## config.mk

```make
export PLATFORM = sky130hd
export DESIGN_NAME = kch_ctrl
export DESIGN_NICKNAME = d
export VERILOG_FILES = /design/src/hw/rtl/kch_pkg.sv /design/src/hw/rtl/kch_ctrl.sv
export SDC_FILE = /design/constraint.sdc
export NUM_CORES = 1
export LEC_CHECK = 0
export ABC_AREA = 0
export CAP_MARGIN = 15
export CELL_PAD_IN_SITES_DETAIL_PLACEMENT = 1
export CELL_PAD_IN_SITES_GLOBAL_PLACEMENT = 1
export CORE_AREA = 2 2 39 41
export DETAILED_ROUTE_END_ITERATION = 8
export DIE_AREA = 0 0 41 43
export DONT_BUFFER_PORTS = 1
export PLACE_DENSITY = 0.34
export SETUP_SLACK_MARGIN = 0.3
export SYNTH_ARGS = -nofsm -noshare
export SYNTH_HDL_FRONTEND = slang
export SYNTH_SLANG_ARGS = --single-unit
export TNS_END_PERCENT = 30
```

## constraint.sdc

```tcl
create_clock -name clk -period 1.7 [get_ports clk]
set_input_delay 0.34 -clock clk [delete_from_list [all_inputs] [get_ports clk]]
set_output_delay 0.34 -clock clk [all_outputs]
set_load 0.02 [all_outputs]
```

## src/hw/rtl/kch_pkg.sv

```systemverilog
// Shared types and constants for the k-mer count histogram.
package kch_pkg;

    localparam int HIST_AW = 16;
    localparam int COUNT_W = 32;
    localparam int CODE_W  = 16;
    localparam int RUN_W   = 4;

    localparam logic [RUN_W-1:0]   RUN_MAX      = 4'd15;
    localparam logic [COUNT_W-1:0] THRESH_RESET = 32'd32;
    localparam logic [COUNT_W-1:0] COUNT_MAX    = 32'hFFFF_FFFF;

    localparam logic [7:0] CHAR_LOWER_A = 8'h61;
    localparam logic [7:0] CHAR_LOWER_Z = 8'h7A;
    localparam logic [7:0] CHAR_UPPER_A = 8'h41;
    localparam logic [7:0] CHAR_UPPER_Z = 8'h5A;
    localparam logic [7:0] CHAR_C       = 8'h43;
    localparam logic [7:0] CHAR_G       = 8'h47;
    localparam logic [7:0] CHAR_T       = 8'h54;
    localparam logic [7:0] CASE_OFFSET  = 8'h20;

    localparam logic [1:0] BASE_A = 2'd0;
    localparam logic [1:0] BASE_C = 2'd1;
    localparam logic [1:0] BASE_G = 2'd2;
    localparam logic [1:0] BASE_T = 2'd3;

    localparam logic REQ_PUSH = 1'b0;
    localparam logic REQ_READ = 1'b1;

    typedef enum logic [1:0] {
        ST_CLEAR,
        ST_IDLE,
        ST_UPDATE
    } state_t;

    typedef struct packed {
        logic accept;
        logic load_result;
        logic clear_wr;
    } cmd_t;

    typedef struct packed {
        logic clear_last;
    } sts_t;

endpackage

```

## src/hw/rtl/kch_ctrl.sv

```systemverilog
// Controller state machine: clearing pass, item acceptance and result hand-off.
module kch_ctrl (
    input  logic          clk,
    input  logic          rst_n,
    input  logic          in_valid,
    output logic          in_ready,
    output logic          out_valid,
    input  logic          out_ready,
    input  kch_pkg::sts_t sts,
    output kch_pkg::cmd_t cmd
);

    kch_pkg::state_t state_reg;
    kch_pkg::state_t state_next;
    logic            out_valid_reg;
    logic            out_valid_next;
    logic            out_free;

    assign out_free = !out_valid_reg || out_ready;

    always_comb
    begin
        state_next = state_reg;
        case (state_reg)
            kch_pkg::ST_CLEAR:
            begin
                if (sts.clear_last)
                begin
                    state_next = kch_pkg::ST_IDLE;
                end
            end
            kch_pkg::ST_IDLE:
            begin
                if (in_valid)
                begin
                    state_next = kch_pkg::ST_UPDATE;
                end
            end
            kch_pkg::ST_UPDATE:
            begin
                if (out_free)
                begin
                    state_next = kch_pkg::ST_IDLE;
                end
            end
            default:
            begin
                state_next = kch_pkg::ST_CLEAR;
            end
        endcase
    end

    always_comb
    begin
        in_ready        = 1'b0;
        cmd.accept      = 1'b0;
        cmd.load_result = 1'b0;
        cmd.clear_wr    = 1'b0;
        case (state_reg)
            kch_pkg::ST_CLEAR:
            begin
                cmd.clear_wr = 1'b1;
            end
            kch_pkg::ST_IDLE:
            begin
                in_ready   = 1'b1;
                cmd.accept = in_valid;
            end
            kch_pkg::ST_UPDATE:
            begin
                cmd.load_result = out_free;
            end
            default:
            begin
                in_ready = 1'b0;
            end
        endcase
    end

    always_comb
    begin
        if (cmd.load_result)
        begin
            out_valid_next = 1'b1;
        end
        else if (out_ready)
        begin
            out_valid_next = 1'b0;
        end
        else
        begin
            out_valid_next = out_valid_reg;
        end
    end

    always_ff @(posedge clk or negedge rst_n)
    begin
        if (!rst_n)
        begin
            state_reg     <= kch_pkg::ST_CLEAR;
            out_valid_reg <= 1'b0;
        end
        else
        begin
            state_reg     <= state_next;
            out_valid_reg <= out_valid_next;
        end
    end

    assign out_valid = out_valid_reg;

    // An accepted transfer always moves on to the update step.
    a_accept_to_update: assert property (@(posedge clk) disable iff (!rst_n)
        (in_valid && in_ready) |=> (state_reg == kch_pkg::ST_UPDATE))
        else $error("accepted item did not reach update");

    // No item is taken while the histogram is still being cleared.
    a_no_accept_in_clear: assert property (@(posedge clk) disable iff (!rst_n)
        (state_reg == kch_pkg::ST_CLEAR) |-> !in_ready)
        else $error("item accepted during clearing pass");

    // The clearing pass only ends on its last address.
    a_clear_holds: assert property (@(posedge clk) disable iff (!rst_n)
        (state_reg == kch_pkg::ST_CLEAR && !sts.clear_last)
            |=> (state_reg == kch_pkg::ST_CLEAR))
        else $error("clearing pass ended early");

    // Completing an update always presents a result.
    a_update_presents: assert property (@(posedge clk) disable iff (!rst_n)
        cmd.load_result |=> out_valid_reg)
        else $error("update finished without a result");

endmodule

```

Yosys cells after proc, flatten, opt, wreduce, memory -nomap -nowiden

Cells that the tools add are included.

Output and inout port bits: 5
Register bits after elaboration: 3
Input port bits: 5
Logic and storage cells: 22

Equal/unequal tests: 5
Reductions and logical operators: 5
Mux-type cells: 10

Operator list:

| cell                 | count |
|---|---|
| $mux W1              | 6 |
| $mux W2              | 3 |
| $ne A2 B2 Y1 const B | 3 |
| $pmux W2 S3          | 1 |
| $reduce_and A3 Y1    | 1 |
| $eq A2 B1 Y1 const B | 1 |
| $eq A2 B2 Y1 const B | 1 |
| $logic_not A2 Y1     | 1 |
| $reduce_bool A2 Y1   | 1 |
| $logic_not A1 Y1     | 1 |
| $logic_or A1 B1 Y1   | 1 |

Longest topological paths before layout

Word-level depth: 4
Gate-level depth with buffers: 3
Mapped depth without buffers: 2

Least setup slack after synthesis

Ideal clock, no wire load.

Path type: reg2out
From: reg state_reg[0]
To: out cmd[1] (netlist name)
Data required time: 1.360 ns
Path slack: 0.579 ns
Path buffers: 1
Stages on the path, launching flop included: 4
Data arrival time: 0.781 ns
Cells stage by stage: dfrtp_1 -> nand2b_1 -> a21oi_1 -> buf_4

RTL lines:

| element                | RTL line        | source |
|---|---|---|
| start, declared        | kch_ctrl.sv:13  | `kch_pkg::state_t state_reg;` |
| start signal, assigned | kch_ctrl.sv:100 | `state_reg <= kch_pkg::ST_CLEAR;` |
| start signal, assigned | kch_ctrl.sv:105 | `state_reg <= state_next;` |
| end, declared          | kch_ctrl.sv:10  | `output kch_pkg::cmd_t cmd` |

==> Flow_metrics.wiki <==
{| class="wikitable"
! Metric !! Value
|-
| Overall track demand over capacity in global routing || 0.0644
|-
| Number of global-route vias before repair || 160
|-
| Critical Path End Type || output pin
|-
| Initial detailed-routing violation count || 2
|-
| Remaining max-slew budget at the tightest pin || 0.744
|-
| Final Max Tran Viols || 0
|-
| Post-synthesis sequential area ratio || 0.469
|-
| Crit Path Category || reg -> out
|-
| Num rows || 14
|-
| Maximum clock insertion buffer count || 2
|-
| Setup TNS Final || 0 ps
|-
| First-pass GRT wire length || 662 um
|-
| Synthesized cell area || 160 um2
|-
| Die height || 43 um
|-
| Die W || 41 um
|-
| Post-layout instance count excluding filler cells || 37
|-
| Final routed DRC violation total || 0
|-
| Flip-flop count of the largest register after layout || 2
|-
| Final worst path period share || 0.811
|-
| Average footprint of a synthesized cell || 9.42 um2
|-
| Number of clock sinks seen by CTS || 3
|-
| Commonest cells after routing, fill and taps aside || 3 x inv_1, 3 x clkbuf_4, 3 x dfrtp_1, 2 x nor2_1, 2 x and3b_2
|-
| Arrival time of the worst setup path || 1040 ps
|-
| Die area || 0.00176 mm2
|-
| Post-CTS Setup Repair Bufs || 0
|-
| Endpoints failing setup || 0
|-
| Number of max-cap violations || 0
|-
| Area growth, synth to finish || 38.3%
|-
| Top routing layer in use || met3
|-
| Number of nets produced by synthesis || 22
|-
| Final hold violation count || 0
|-
| Max rail drop VDD || 0.320 mV
|-
| RSZ-0062 raised after global routing || yes
|-
| Final nets || 27
|-
| Worst hold slack across all endpoints || 212 ps
|-
| Detailed placer's ending HPWL || 295 um
|-
| Fill cell instance count of the final layout || 170
|-
| Total number of vias || 135
|-
| Total met3 wirelength after detailed routing || 14 um
|-
| FF+latch count, synth || 3
|-
| Antenna fix cells || 0
|-
| Unique cell type count in the Yosys netlist || 12
|-
| Largest driver fanout on the critical path || 5
|-
| Mean number of vias per cell || 3.65
|-
| Number of buffers added by the clock tree synthesis step || 3
|-
| Pin count of the biggest net entering global routing || 8
|-
| Min cycle time layout || 1380 ps
|-
| Share of final-layout standard cells stronger than drive strength 1 || 0.286
|-
| Worst path required time || 1360 ps
|-
| I/O pin cnt || 10
|-
| PortBufs || 0
|-
| Pwr per Cell Area || 1970 mW/mm2
|-
| CORE AREA || 0.00138 mm2
|-
| Overall routed net length || 348 um
|-
| Outcome || finished clean
|-
| Clock insertion delay at the later pin of the skew report || 230 ps
|-
| Overall power of the completed layout || 0.436 mW
|-
| M1 wire length || 106 um
|-
| Routed length on met2 || 226 um
|-
| Post-Layout Inst Area || 221 um2
|-
| Number of placed instances with taps included || 32
|-
| Post-detailed-route wirelength per cell || 9.41 um
|-
| Transition time at the pin with the least slew margin || 382 ps
|-
| Gate count after technology mapping || 17
|-
| Worst Hold Class || in -> reg
|-
| Critical path's slowest cell || dfrtp_1
|-
| Cell breakdown of the critical path || nand2b_1 -> a21oi_4
|-
| Initial core utilization || 0.116
|-
| Clock transition at path regs || 30 ps
|-
| Setup slack at placement || 400 ps
|-
| GR Overflow Total || 0
|-
| Root Driver || clkbuf_4
|-
| Kind of launch point of the worst setup path || register
|-
| Leak pwr || 0.106 nW
|-
| Initial antenna violation count || 0
|-
| Crit path setup slack, layout || 322 ps
|-
| # H-tree levels || 1
|-
| Placed Area || 173 um2
|-
| CTS tree || yes
|-
| Global placer's final weighted congestion || 0.584
|-
| Worst-case clock skew || 1.25 ps
|-
| Antenna viol nets, final || 0
|-
| Utilization after layout || 0.160
|-
| Worst-case register-to-register setup slack || 660 ps
|-
| Yosys Warn Count || 0
|-
| F_max || 0.726 GHz
|-
| Count of TritonRoute iterations in the first routing pass || 2
|-
| CP peak stage delay || 400 ps
|}
[power breakdown]
part / total, mW / internal [mW] / leakage (nW) / switching, mW
logic: 0.153 / 0.0500 / 0.0532 / 0.103
clock network: 0.123 / 0.0878 / 0.0150 / 0.0351
registers: 0.160 / 0.103 / 0.0383 / 0.0571
[worst max-delay path, delay by kind of cell (launching register included)]
kind,cells,cell delay [ps]
compound gates,1,200
flops,1,400
simple gates,1,210
[cells by family (layout without fill, tap and decap cells)]
| kind of cell | Yosys count | in the layout | synth area share |
|---|---|---|---|
| buffers and inverters | 4 | 8 | 0.117 |
| AND/OR/NAND/NOR | 5 | 5 | 0.203 |
| AO/OA/AOI/OAI | 5 | 5 | 0.211 |
| flip-flops | 3 | 3 | 0.469 |
[routing by layer]
metal	GRT usage	up-vias
met3	0.0366	0
met1	0.0421	68
li1	-	65
met4	0.100	0
met5	0	-
met2	0.0906	2
[path summary, 6_finish.rpt]
check | endpoint | cells after the start | from
min | state_reg[0]$_DFFE_PN0P_ | 1 | in_valid
max in group asynchronous | state_reg[0]$_DFFE_PN0P_ | 1 | rst_n
min reg2reg | state_reg[0]$_DFFE_PN0P_ | 1 | state_reg[1]$_DFFE_PN0P_
max reg2reg | state_reg[1]$_DFFE_PN0P_ | 2 | out_valid$_DFFE_PN0P_
min in group asynchronous | out_valid$_DFFE_PN0P_ | 1 | rst_n
max | cmd[1] | 2 | state_reg[0]$_DFFE_PN0P_
[final cells by class]
cell class | count | area, um2 | share of cell area
clock buffers | 4 | 26.3 | 0.119
inverters | 3 | 11.3 | 0.0508
multi-input cells | 10 | 78.8 | 0.356
flip-flops and latches | 3 | 75.1 | 0.339
well taps | 16 | 20.0 | 0.0904
repair buffers | 1 | 10.0 | 0.0452
[Yosys cell counts (all sizes together)]
library cell | instances | share of area
inv | 3 | 0.070
o21ai | 1 | 0.031
nor2 | 2 | 0.047
buf | 1 | 0.047
a21oi | 1 | 0.031
nand2b | 1 | 0.039
dfrtp | 3 | 0.47
and3b | 2 | 0.12
o32ai | 1 | 0.055
o21bai | 1 | 0.047
a21o | 1 | 0.047
[what timing repair did]
| item | CTS | global route |
|---|---|---|
| gates resized for setup | 2 | 1 |
| cloned | 0 | 0 |
| endpoints found under the hold margin | 3 | 0 |
| setup endpoints to repair | 1 | 3 |
| hold buffers | 1 | 0 |
(Power assumes the default switching activity.)
